## src/rtl/core/abhv_pkg.sv

```systemverilog
// ----------------------------------------------------------------------------
// abhv_pkg
// types and constants shared by the archive block header validator
// ----------------------------------------------------------------------------
package abhv_pkg;

    localparam int OffsetBits = 40;
    localparam int CountBits = 18;
    localparam logic [CountBits-1:0] MaxMembers = 18'd200000;

    localparam logic [15:0] Version = 16'h0200;
    localparam logic [15:0] ArchHdrSize = 16'd14;
    localparam logic [15:0] FixedHdrSize = 16'd45;
    localparam logic [31:0] FlagMask = 32'h0000_003b;

    typedef enum logic [2:0] {
        PH_ARCH   = 3'd0,
        PH_PREFIX = 3'd1,
        PH_NAME   = 3'd2,
        PH_TAIL   = 3'd3,
        PH_DATA   = 3'd4,
        PH_DRAIN  = 3'd5
    } phase_t;

    typedef enum logic [3:0] {
        E_OK       = 4'd0,
        E_ARCH     = 4'd1,
        E_VOL      = 4'd2,
        E_MAGIC    = 4'd3,
        E_SIZES    = 4'd4,
        E_FLAGS    = 4'd5,
        E_NAME     = 4'd6,
        E_MISMATCH = 4'd7,
        E_TRUNC    = 4'd8,
        E_EMPTY    = 4'd9,
        E_MANY     = 4'd10
    } err_t;

    typedef struct packed {
        logic [7:0] data_byte;
        logic       final_byte;
    } in_item_t;

    typedef struct packed {
        logic                  record_kind;
        logic [3:0]            error_code;
        logic [OffsetBits-1:0] hdr_pos;
        logic [5:0]            member_flags;
        logic [31:0]           vol_bytes;
        logic [31:0]           full_len;
        logic [31:0]           pack_len;
        logic [31:0]           attributes;
        logic [31:0]           file_stamp;
        logic [31:0]           packed_crc;
        logic [3:0]            vol_flag;
        logic [15:0]           disk_id;
    } out_item_t;

    // what the parser hands to the output stage for one byte
    typedef struct packed {
        logic      rec_valid;
        out_item_t rec;
        logic      ver_valid;
        out_item_t ver;
    } step_res_t;

    function automatic logic [7:0] arch_magic(input logic [1:0] i);
        case (i)
            2'd0: arch_magic = 8'h41;
            2'd1: arch_magic = 8'h52;
            2'd2: arch_magic = 8'h43;
            default: arch_magic = 8'h56;
        endcase
    endfunction

    function automatic logic [7:0] blck_magic(input logic [1:0] i);
        case (i)
            2'd0: blck_magic = 8'h42;
            2'd1: blck_magic = 8'h4c;
            2'd2: blck_magic = 8'h43;
            default: blck_magic = 8'h4b;
        endcase
    endfunction

endpackage

```

## src/rtl/core/abhv_parser.sv

```systemverilog
// ----------------------------------------------------------------------------
// abhv_parser
// byte-wide header parser: updates parse state on each transfer and forms
// the record and verdict items caused by that byte
// ----------------------------------------------------------------------------
module abhv_parser
    import abhv_pkg::*;
(
    input  logic                  clk,
    input  logic                  rst_n,
    input  logic                  step,
    input  in_item_t              item,
    input  logic [OffsetBits-1:0] base,
    output step_res_t             res
);

    phase_t                phase_reg, phase_next;
    logic [8:0]            bih_reg, bih_next;
    logic [31:0]           shift_reg, shift_next;
    logic [7:0]            nlen_reg, nlen_next;
    logic [15:0]           hlen_reg, hlen_next;
    logic [5:0]            cflags_reg, cflags_next;
    logic [31:0]           flagw_reg, flagw_next;
    logic [31:0]           fld_reg [6];
    logic [31:0]           fld_next [6];
    logic [31:0]           left_reg, left_next;
    logic [OffsetBits-1:0] pos_reg, pos_next;
    logic [OffsetBits-1:0] bstart_reg, bstart_next;
    logic [CountBits-1:0]  count_reg, count_next;
    err_t                  err_reg, err_next;
    logic [3:0]            vol_reg, vol_next;
    logic [15:0]           disk_reg, disk_next;

    logic [7:0]  b;
    logic [31:0] acc;
    logic [1:0]  k;
    logic        rec;
    logic [31:0] fw;
    logic [5:0]  method, span;
    logic        split, stored, packed_m;
    err_t        code;

    always_comb
    begin
        b = item.data_byte;
        phase_next = phase_reg;
        bih_next = bih_reg;
        nlen_next = nlen_reg;
        hlen_next = hlen_reg;
        cflags_next = cflags_reg;
        flagw_next = flagw_reg;
        for (int j = 0; j < 6; j++)
        begin
            fld_next[j] = fld_reg[j];
        end
        left_next = left_reg;
        pos_next = pos_reg + OffsetBits'(1);
        bstart_next = bstart_reg;
        count_next = count_reg;
        err_next = err_reg;
        vol_next = vol_reg;
        disk_next = disk_reg;
        rec = 1'b0;
        k = 2'd0;
        acc = shift_reg;
        fw = flagw_reg;
        method = 6'd0;
        span = 6'd0;
        split = 1'b0;
        stored = 1'b0;
        packed_m = 1'b0;

        case (phase_reg)
            PH_ARCH:
            begin
                if (bih_reg < 9'd4)
                begin
                    if (b != arch_magic(bih_reg[1:0]))
                    begin
                        err_next = E_ARCH;
                        phase_next = PH_DRAIN;
                    end
                    else
                    begin
                        bih_next = bih_reg + 9'd1;
                    end
                end
                else
                begin
                    if (bih_reg < 9'd8)
                    begin
                        k = {1'b0, bih_reg[0]};
                    end
                    else
                    begin
                        k = 2'(bih_reg - 9'd8);
                    end
                    acc = (k == 2'd0) ? {24'd0, b} : (shift_reg | ({24'd0, b} << (8 * k)));
                    bih_next = bih_reg + 9'd1;
                    if ((bih_reg == 9'd5 && acc != 32'(Version))
                        || (bih_reg == 9'd7 && acc != 32'(ArchHdrSize)))
                    begin
                        err_next = E_ARCH;
                        phase_next = PH_DRAIN;
                    end
                    else if (bih_reg == 9'd11)
                    begin
                        if (acc != 32'd1 && acc != 32'd2 && acc != 32'd4 && acc != 32'd8)
                        begin
                            err_next = E_VOL;
                            phase_next = PH_DRAIN;
                        end
                        else
                        begin
                            vol_next = acc[3:0];
                        end
                    end
                    else if (bih_reg == 9'd13)
                    begin
                        disk_next = acc[15:0];
                        phase_next = PH_PREFIX;
                        bih_next = 9'd0;
                    end
                end
            end
            PH_PREFIX:
            begin
                if (bih_reg == 9'd0 && count_reg >= MaxMembers)
                begin
                    err_next = E_MANY;
                    phase_next = PH_DRAIN;
                end
                else if (bih_reg < 9'd4)
                begin
                    if (bih_reg == 9'd0)
                    begin
                        bstart_next = pos_reg;
                    end
                    if (b != blck_magic(bih_reg[1:0]))
                    begin
                        err_next = E_MAGIC;
                        phase_next = PH_DRAIN;
                    end
                    else
                    begin
                        bih_next = bih_reg + 9'd1;
                    end
                end
                else if (bih_reg < 9'd16)
                begin
                    k = (bih_reg < 9'd6) ? 2'(bih_reg - 9'd4) :
                        (bih_reg < 9'd8) ? 2'(bih_reg - 9'd6) : bih_reg[1:0];
                    acc = (k == 2'd0) ? {24'd0, b} : (shift_reg | ({24'd0, b} << (8 * k)));
                    bih_next = bih_reg + 9'd1;
                    if (bih_reg == 9'd5 && acc != 32'(Version))
                    begin
                        err_next = E_MAGIC;
                        phase_next = PH_DRAIN;
                    end
                    if (bih_reg == 9'd7)
                    begin
                        hlen_next = acc[15:0];
                    end
                    if (bih_reg == 9'd11)
                    begin
                        flagw_next = acc;
                    end
                    if (bih_reg == 9'd15)
                    begin
                        fld_next[0] = acc;
                    end
                end
                else
                begin
                    nlen_next = b;
                    method = fw[5:0] & 6'h30;
                    span = fw[5:0] & 6'h0b;
                    if (b == 8'd0 || hlen_reg != FixedHdrSize + {8'd0, b})
                    begin
                        err_next = E_SIZES;
                        phase_next = PH_DRAIN;
                    end
                    else if ((fw & ~FlagMask) != 32'd0
                             || !(method == 6'h10 || method == 6'h20)
                             || !(span == 6'h01 || span == 6'h02 || span == 6'h08))
                    begin
                        err_next = E_FLAGS;
                        phase_next = PH_DRAIN;
                    end
                    else
                    begin
                        cflags_next = fw[5:0];
                        phase_next = PH_NAME;
                        bih_next = 9'd0;
                    end
                end
            end
            PH_NAME:
            begin
                if (b < 8'h20 || b > 8'h7e)
                begin
                    err_next = E_NAME;
                    phase_next = PH_DRAIN;
                end
                else if (bih_reg + 9'd1 >= {1'b0, nlen_reg})
                begin
                    phase_next = PH_TAIL;
                    bih_next = 9'd0;
                end
                else
                begin
                    bih_next = bih_reg + 9'd1;
                end
            end
            PH_TAIL:
            begin
                k = bih_reg[1:0];
                if (bih_reg < 9'd16 || bih_reg >= 9'd24)
                begin
                    acc = (k == 2'd0) ? {24'd0, b} : (shift_reg | ({24'd0, b} << (8 * k)));
                end
                if (bih_reg < 9'd16 && k == 2'd3)
                begin
                    fld_next[3'd1 + 3'(bih_reg[3:2])] = acc;
                end
                if (bih_reg < 9'd27)
                begin
                    bih_next = bih_reg + 9'd1;
                end
                else
                begin
                    fld_next[5] = acc;
                    split = (cflags_reg & 6'h0a) != 6'd0;
                    stored = cflags_reg[4];
                    packed_m = cflags_reg[5];
                    if (!split && (fld_reg[2] != fld_reg[0]
                                   || (stored && fld_reg[1] != fld_reg[0])
                                   || (packed_m && fld_reg[1] == 32'd0)))
                    begin
                        err_next = E_MISMATCH;
                        phase_next = PH_DRAIN;
                    end
                    else
                    begin
                        rec = 1'b1;
                        count_next = count_reg + CountBits'(1);
                        left_next = fld_reg[0];
                        phase_next = (fld_reg[0] != 32'd0) ? PH_DATA : PH_PREFIX;
                        bih_next = 9'd0;
                    end
                end
            end
            PH_DATA:
            begin
                left_next = left_reg - 32'd1;
                if (left_next == 32'd0)
                begin
                    phase_next = PH_PREFIX;
                    bih_next = 9'd0;
                end
            end
            default:
            begin
            end
        endcase
        shift_next = acc;

        if (err_next != E_OK)
        begin
            code = err_next;
        end
        else if (phase_next != PH_PREFIX || bih_next != 9'd0)
        begin
            code = E_TRUNC;
        end
        else if (count_next == '0)
        begin
            code = E_EMPTY;
        end
        else
        begin
            code = E_OK;
        end

        res = '0;
        res.rec_valid = rec;
        res.rec.hdr_pos = base + bstart_reg;
        res.rec.member_flags = cflags_reg;
        res.rec.vol_bytes = fld_reg[0];
        res.rec.full_len = fld_reg[1];
        res.rec.pack_len = fld_reg[2];
        res.rec.attributes = fld_reg[3];
        res.rec.file_stamp = fld_reg[4];
        res.rec.packed_crc = acc;
        res.ver_valid = item.final_byte;
        res.ver.record_kind = 1'b1;
        res.ver.error_code = code;
        res.ver.hdr_pos = pos_next;
        if (code == E_OK)
        begin
            res.ver.vol_flag = vol_next;
            res.ver.disk_id = disk_next;
        end
    end

    always_ff @(posedge clk or negedge rst_n)
    begin
        if (!rst_n)
        begin
            phase_reg <= PH_ARCH;
            bih_reg <= '0;
            shift_reg <= '0;
            nlen_reg <= '0;
            hlen_reg <= '0;
            cflags_reg <= '0;
            flagw_reg <= '0;
            left_reg <= '0;
            pos_reg <= '0;
            bstart_reg <= '0;
            count_reg <= '0;
            err_reg <= E_OK;
            vol_reg <= '0;
            disk_reg <= '0;
        end
        else if (step)
        begin
            if (item.final_byte)
            begin
                phase_reg <= PH_ARCH;
                bih_reg <= '0;
                shift_reg <= '0;
                nlen_reg <= '0;
                hlen_reg <= '0;
                cflags_reg <= '0;
                flagw_reg <= '0;
                left_reg <= '0;
                pos_reg <= '0;
                bstart_reg <= '0;
                count_reg <= '0;
                err_reg <= E_OK;
                vol_reg <= '0;
                disk_reg <= '0;
            end
            else
            begin
                phase_reg <= phase_next;
                bih_reg <= bih_next;
                shift_reg <= shift_next;
                nlen_reg <= nlen_next;
                hlen_reg <= hlen_next;
                cflags_reg <= cflags_next;
                flagw_reg <= flagw_next;
                left_reg <= left_next;
                pos_reg <= pos_next;
                bstart_reg <= bstart_next;
                count_reg <= count_next;
                err_reg <= err_next;
                vol_reg <= vol_next;
                disk_reg <= disk_next;
            end
        end
    end

    // member fields are payload, no reset
    always_ff @(posedge clk)
    begin
        if (step)
        begin
            for (int j = 0; j < 6; j++)
            begin
                fld_reg[j] <= fld_next[j];
            end
        end
    end

    a_drain_has_error: assert property (@(posedge clk) disable iff (!rst_n)
        phase_reg == PH_DRAIN |-> err_reg != E_OK)
        else $error("drain without latched error");
    a_count_bound: assert property (@(posedge clk) disable iff (!rst_n)
        count_reg <= MaxMembers)
        else $error("member count beyond limit");
    a_rec_in_tail: assert property (@(posedge clk) disable iff (!rst_n)
        res.rec_valid |-> phase_reg == PH_TAIL && bih_reg == 9'd27)
        else $error("record outside tail end");

endmodule

```

## src/rtl/core/abhv_out_queue.sv

```systemverilog
// ----------------------------------------------------------------------------
// abhv_out_queue
// four-entry result queue; a byte may add up to two items at once
// ----------------------------------------------------------------------------
module abhv_out_queue
    import abhv_pkg::*;
(
    input  logic      clk,
    input  logic      rst_n,
    input  logic      push,
    input  step_res_t res,
    output logic      has_room,
    output logic      valid,
    input  logic      ready,
    output out_item_t data
);

    out_item_t  mem_reg [4];
    logic [1:0] wp_reg, rp_reg;
    logic [2:0] cnt_reg;
    logic       pop;
    logic [2:0] nin;

    assign pop = valid && ready;
    assign valid = cnt_reg != 3'd0;
    assign data = mem_reg[rp_reg];
    // room for two more items after this cycle's pop is not counted
    assign has_room = cnt_reg <= 3'd2;
    assign nin = push ? (3'(res.rec_valid) + 3'(res.ver_valid)) : 3'd0;

    always_ff @(posedge clk)
    begin
        if (push && res.rec_valid)
        begin
            mem_reg[wp_reg] <= res.rec;
        end
        if (push && res.ver_valid)
        begin
            mem_reg[wp_reg + 2'(res.rec_valid)] <= res.ver;
        end
    end

    always_ff @(posedge clk or negedge rst_n)
    begin
        if (!rst_n)
        begin
            wp_reg <= '0;
            rp_reg <= '0;
            cnt_reg <= '0;
        end
        else
        begin
            wp_reg <= wp_reg + nin[1:0];
            rp_reg <= rp_reg + 2'(pop);
            cnt_reg <= cnt_reg + nin - 3'(pop);
        end
    end

    a_no_overflow: assert property (@(posedge clk) disable iff (!rst_n)
        cnt_reg <= 3'd4)
        else $error("result queue overflow");
    a_push_room: assert property (@(posedge clk) disable iff (!rst_n)
        push |-> has_room)
        else $error("push without room");
    a_count_track: assert property (@(posedge clk) disable iff (!rst_n)
        !push && !pop |=> $stable(cnt_reg))
        else $error("count moved while idle");

endmodule

```

## src/rtl/core/archive_block_header_validator_top.sv

```systemverilog
// ----------------------------------------------------------------------------
// archive_block_header_validator_top
// streaming header checker for ARCV 2.00 archives
// ----------------------------------------------------------------------------
// in channel: one archive byte per transfer, final_byte marks the last byte.
// out channel: one member record after each good member header, one verdict
// on the last byte (record first when both fall on the same byte).
// cfg channel: archive_base, added to every record offset; write when idle.
// a byte is parsed in the cycle it is accepted; its results are registered
// in a four-entry queue that feeds the out channel.
// throughput is one byte per cycle while the receiver keeps up; in_ready
// drops only when the queue holds three or more results.
// reset clears the parse state, the queue and archive_base. a stalled
// receiver fills the queue, then holds off input until results drain.
// after a verdict the parser starts a fresh archive on the next byte.
// ----------------------------------------------------------------------------
module archive_block_header_validator_top
    import abhv_pkg::*;
(
    input  logic                  clk,
    input  logic                  rst_n,
    input  logic                  in_valid,
    output logic                  in_ready,
    input  in_item_t              in_data,
    output logic                  out_valid,
    input  logic                  out_ready,
    output out_item_t             out_data,
    input  logic                  cfg_valid,
    output logic                  cfg_ready,
    input  logic [OffsetBits-1:0] cfg_data
);

    logic [OffsetBits-1:0] base_reg;
    step_res_t             res;
    logic                  step;

    assign cfg_ready = 1'b1;
    assign step = in_valid && in_ready;

    always_ff @(posedge clk or negedge rst_n)
    begin
        if (!rst_n)
        begin
            base_reg <= '0;
        end
        else if (cfg_valid)
        begin
            base_reg <= cfg_data;
        end
    end

    abhv_parser u_parser (
        .clk  (clk),
        .rst_n(rst_n),
        .step (step),
        .item (in_data),
        .base (base_reg),
        .res  (res)
    );

    abhv_out_queue u_queue (
        .clk     (clk),
        .rst_n   (rst_n),
        .push    (step),
        .res     (res),
        .has_room(in_ready),
        .valid   (out_valid),
        .ready   (out_ready),
        .data    (out_data)
    );

endmodule
```

## config.mk

```make
export PLATFORM = sky130hd
export DESIGN_NAME = archive_block_header_validator_top
export DESIGN_NICKNAME = d
export VERILOG_FILES = /design/src/rtl/core/abhv_pkg.sv /design/src/rtl/core/abhv_parser.sv /design/src/rtl/core/abhv_out_queue.sv /design/src/rtl/core/archive_block_header_validator_top.sv
export SDC_FILE = /design/constraint.sdc
export NUM_CORES = 2
export LEC_CHECK = 0
export ABC_AREA = 1
export BUFFER_PORTS_ARGS = -buffer_cell sky130_fd_sc_hd__buf_2
export CAP_MARGIN = 5
export CORE_MARGIN = 2
export CORE_UTILIZATION = 30
export DETAILED_ROUTE_END_ITERATION = 10
export PLACE_DENSITY = 0.44
export RECOVER_POWER = 50
export SKIP_LAST_GASP = 1
export SLEW_MARGIN = 0
export SYNTH_ARGS = -nofsm -noshare
export SYNTH_HDL_FRONTEND = slang
export SYNTH_HIERARCHICAL = 1
export SYNTH_SLANG_ARGS = --single-unit
```

## constraint.sdc

```tcl
create_clock -name clk -period 39.6 [get_ports clk]
set_input_delay 1.98 -clock clk [delete_from_list [all_inputs] [get_ports clk]]
set_output_delay 1.98 -clock clk [all_outputs]
set_load 0.005 [all_outputs]
```

* Word-level counts from Yosys, hierarchy flattened
Memories as Yosys holds them, arrays and structs flattened.
Cells that the tools add are included.
** Cells by class
- Add/subtract/negate cells :: 16
- Order comparisons :: 13
- Equality and inequality tests :: 37
- Shift-type cells :: 3
- Muxes and demuxes :: 154
- Bitwise operators :: 4
- Reductions and logical operators :: 60
** Operator list (count)
- 32-bit two-way mux :: 25
- 40-bit two-way mux :: 6
- 192-bit bitwise mux :: 1
- 16-bit two-way mux :: 12
- 192-bit two-way mux :: 1
- 160-bit two-way mux :: 1
- 9-bit two-way mux :: 17
- 32-bit case mux with 2 select lines :: 2
- 4-bit two-way mux :: 25
- 32-bit demux with 3-bit select :: 1
- 32-bit bitwise OR :: 3
- 32-bit case mux with 3 select lines :: 1
- 8-bit by 5-bit left shift with 32-bit output :: 3
- 8-bit two-way mux :: 10
- 18-bit two-way mux :: 4
- 32-bit logical NOT :: 2
- 32-bit by 10-bit inequality test with 1-bit output, second input constant :: 2
- 32-bit inequality test :: 2
- 32-bit by 4-bit inequality test with 1-bit output, second input constant :: 2
- 32-bit nonzero test :: 2
- 3-bit two-way mux :: 21
- 9-bit case mux with 5 select lines :: 1
- 6-bit two-way mux :: 7
- 40-bit by 1-bit adder with 40-bit output, second input constant :: 1
- 65 further kinds :: 135
** Word-level totals
- Flip-flop bits (word level) :: 307
- Bits in writable memories :: 1244
- Bits of input ports :: 54
- Memories kept :: 2
** Memories
- u_queue.mem_reg :: words 4, bits a word 263, rd ports 1, clocked after memory_dff 0, write ports 2, RTL line abhv_out_queue.sv:18 : out_item_t mem_reg [4];
- u_parser.fld_reg :: words 6, bits a word 32, rd ports 6, clocked after memory_dff 0, write ports 6, RTL line abhv_parser.sv:24 : logic [31:0] fld_reg [6];

* Depth between registers and ports, before layout
- Depth after elaboration :: 22
- Mapped depth :: 34
- Mapped depth without buffers :: 31

* By module
Netlist, hierarchy kept.
** By module, submodules not included
- abhv_out_queue :: instances 1, cells an instance 6378, area each 54643.7 µm², seq. area each 31765.5 µm²
- abhv_parser :: instances 1, cells an instance 3820, area each 28531.1 µm², seq. area each 11310.8 µm²
- archive_block_header_validator_top :: instances 1, cells an instance 174, area each 1624.1 µm², seq. area each 1001.0 µm²

* Least setup slack after synthesis
No wires, ideal clock.
- Kind :: input to register
- From :: input in_valid
- To :: memory u_queue/mem_reg[1][0] (netlist bit) (enable)
- Setup time :: 1.251 ns
- Arrival :: 20.680 ns
- Required time :: 38.349 ns
- Setup slack :: 17.669 ns
- Stages on the path :: 4
- Buffers on the path :: 0
- Cells stage by stage :: nand2_1 inv_1 nand3_1 o21ai_0
** RTL lines
- from (decl) :: RTL line archive_block_header_validator_top.sv:22 : input logic in_valid,
- to (decl) :: RTL line abhv_out_queue.sv:18

==> metrics.csv <==
metric,value,unit
avgRoutedWirePerCell,22.9,microns
cts_root_buf,clkbuf_16,
start_kind,register,
clk_latency,0.91,ns
path_clk_slew,0.06,ns
synthDistinctLibCells,66,
largest_reg_flops,1052,
critPathCaptureType,register,
violations,"capacitance limit, slew limit",
cts_max_level,4,
track_usage,22.0,%
timing.hold.ws,0.480,ns
syn_inst,10372,
syn_area,84800,sq um
hold_class,reg2reg,
leakage,39.2,nW
grt_pass1_vias,69864,
slew_viol_final,2498,
ys_ff_latch,1519,
core_area,282000,sq um
antenna_left,0,
outcome,finished with violations,
grt_pass1_wl,477000,microns
hold_violations,0,
crit_fanout,113,
dp_worst_setup_slack,31.19,ns
drtIter0Drc,6597,
clock_sinks,1519,
hold_buffers,0,
numPortBuffers,318,
finalCritPeriodShare,40.0,%
worstPathRequired,40.33,ns
grt_overflow,0,
cts_resized,0,
drcViolationCount,0,
ir_drop,0.0590,mV
drive_above_1_share,6.31,%
async_reset_ff_share,20.2,%
num_rows,195,
start_util,30.1,%
synth_edf_count,1212,
synth_area_per_cell,8.18,sq um
max_slew.worst_pin.slew,9.57,ns
setup_violations,0,
maxCapViolations,59,
post_cts_buffers,0,
rsz0062_at_grt,no,
period_needed,15.84,ns
area_growth,10.8,%
hpwl,205000,microns
fill_cells,29373,
cp.arrival,16.57,ns
ios,320,
nets,10461,
clk_path_buf_depth,4,
antenna_found_initial,50,
fp.dieW,536,microns
grt_max_degree,224,
totalWireLength,326000,microns
firstDrtPassIters,6,
synthFlopType,edfxtp_1,
setup-tns-final,0,ns
place_congestion,0.897,
die_y,536,microns
power.density,80.0,nW/um^2
synth-seq-area-share,52.0,%
die_area,287000,sq um
max_slew_margin,-538,%
timing.final.ws_setup,23.76,ns
cts_tree,yes,
avgViaCountPerCell,5.14,
path_class,reg2reg,
timing.fmax,63.1,MHz
numCtsBuffers,192,
yosys_warnings,6,
final.setup_skew,0.127,ns
vias,73253,
[placed cells by master (no fill, tap or decap), types with 59 or more instances in the layout]
cell,Yosys,routed
buf_2,315,219
clkbuf_16,0,195
xor2_1,74,74
nand4_1,59,59
inv_1,432,434
nand3_1,1244,1245
clkbuf_1,278,224
nor2_1,1128,1119
dfrtp_1,307,307
ha_1,66,66
o21ai_0,1043,1097
a21oi_1,194,193
conb_1,3,225
edfxtp_1,1212,1212
buf_4,258,74
o22ai_1,65,65
xnor2_1,62,62
nand2_1,3166,3171
[final cells by class]
class	instances	area, sq um	share of cell area, %
Antenna cell	25	62.6	0.0666
Tap cell	3743	4680	4.98
Multi-Input combinational cell	7717	35000	37.2
Clock inverter	60	593	0.631
Timing Repair Buffer	459	2420	2.58
Inverter	450	1700	1.81
Clock buffer	286	5460	5.81
Sequential cell	1519	44100	46.9
[power breakdown]
group          internal [W]  switching, W
Clock               0.00101      0.000715
Sequential          0.00206      0.000104
Combinational      0.000881       0.00275
Total               0.00395       0.00357
[cells by family after synthesis]
logic type      count (synthesis)  share of synthesized area (%)
compound gates               1549                           9.76
other cells                     3                         0.0133
simple gates                 5739                           28.0
buf+inv                      1358                           7.84
flops                        1519                           52.0
xor+xnor                      136                           1.40
fa+ha+maj                      68                           1.02
[metal layers]
layer | wire length (microns) | track usage, %
met2 | 151000 | 35.7
met4 | 11000 | 7.11
met1 | 144000 | 30.1
met5 | 154 | 0
met3 | 20000 | 3.38
[path summary, 6_finish.rpt]
kind	startpoint	endpoint	slack (ns)	depth (start not counted)
worst max-delay path	u_parser/fld_reg[0][7]	u_queue/mem_reg[0][88]	23.76	22
worst min-delay path	u_parser/hlen_reg[11]	u_parser/hlen_reg[11]	0.48	2
worst max register to register	u_parser/fld_reg[0][7]	u_queue/mem_reg[0][88]	23.76	22
worst min register to register	u_parser/hlen_reg[11]	u_parser/hlen_reg[11]	0.48	2
max in group asynchronous	rst_n	u_parser/hlen_reg[10]	28.60	3
min in group asynchronous	rst_n	base_reg[28]	2.90	1
[metrics by stage]
stage / instances / util [%] / area (sq um) / total power (W)
after floorplan: 10594 / - / 85600 / 0.00442
after global placement: 13887 / 31.4 / 88600 / 0.00585
after detailed placement: 13887 / 31.4 / 88600 / 0.00587
after CTS: 14233 / 33.6 / 94600 / 0.00762
after global routing: 14248 / 33.3 / 93900 / 0.00799
final: 14259 / 33.3 / 94000 / 0.00751
[worst max-delay path, stage by stage, from the launching register on]
cell and delay (ns):
edfxtp_1 0.65, inv_1 0.14, nand2_1 0.09, nand4_1 0.16
nor2_1 0.13, nand2_1 0.06, nor2_1 0.31, nand2_1 0.10
nand2_1 0.08, nand2_1 0.37, nand2_1 0.71, nand2_1 0.27
inv_1 0.33, ha_1 0.24, inv_1 0.06, nand2_1 0.05
nand2_1 1.54, nand2_1 2.01, clkbuf_1 5.58, buf_4 1.41
buf_4 0.97, nand2_1 0.13, nand2_1 0.10
[synth_stat cells (3+ instances only)]
| library cell | count | area [sq um] |
|---|---|---|
| nand4_1 | 59 | 369 |
| clkbuf_1 | 278 | 1040 |
| buf_6 | 18 | 203 |
| nor3_1 | 40 | 200 |
| o31ai_1 | 17 | 128 |
| o211ai_1 | 13 | 97.6 |
| nand2_1 | 3166 | 11900 |
| or2_2 | 4 | 25.0 |
| ha_1 | 66 | 826 |
| nand2_2 | 22 | 138 |
| dfrtp_1 | 307 | 7680 |
| o21ai_0 | 1043 | 5220 |
| conb_1 | 3 | 11.3 |
| edfxtp_1 | 1212 | 36400 |
| a22oi_1 | 34 | 255 |
| o2111ai_1 | 11 | 96.3 |
| a21oi_1 | 194 | 971 |
| a21o_1 | 5 | 37.5 |
| nor2_1 | 1128 | 4230 |
| nand3_2 | 4 | 40.0 |
| buf_1 | 35 | 131 |
| nor2_4 | 5 | 56.3 |
| clkinv_1 | 5 | 18.8 |
| o32ai_1 | 8 | 70.1 |
| buf_2 | 315 | 1580 |
| a31oi_1 | 19 | 119 |
| a211oi_1 | 26 | 195 |
| o21bai_1 | 4 | 30.0 |
| inv_2 | 11 | 41.3 |
| o21ai_1 | 87 | 435 |
| o22ai_1 | 65 | 407 |
| xnor2_1 | 62 | 543 |
| nor2_2 | 13 | 81.3 |
| inv_1 | 432 | 1620 |
| nand3b_1 | 6 | 45.0 |
| nand3_1 | 1244 | 6230 |
| buf_4 | 258 | 1940 |
| nor3_2 | 22 | 220 |
| xor2_1 | 74 | 648 |
| clkbuf_8 | 3 | 41.3 |
| nor4_1 | 18 | 113 |
| a221oi_1 | 6 | 52.6 |
Note: power is estimated with default switching activity, not from simulation.
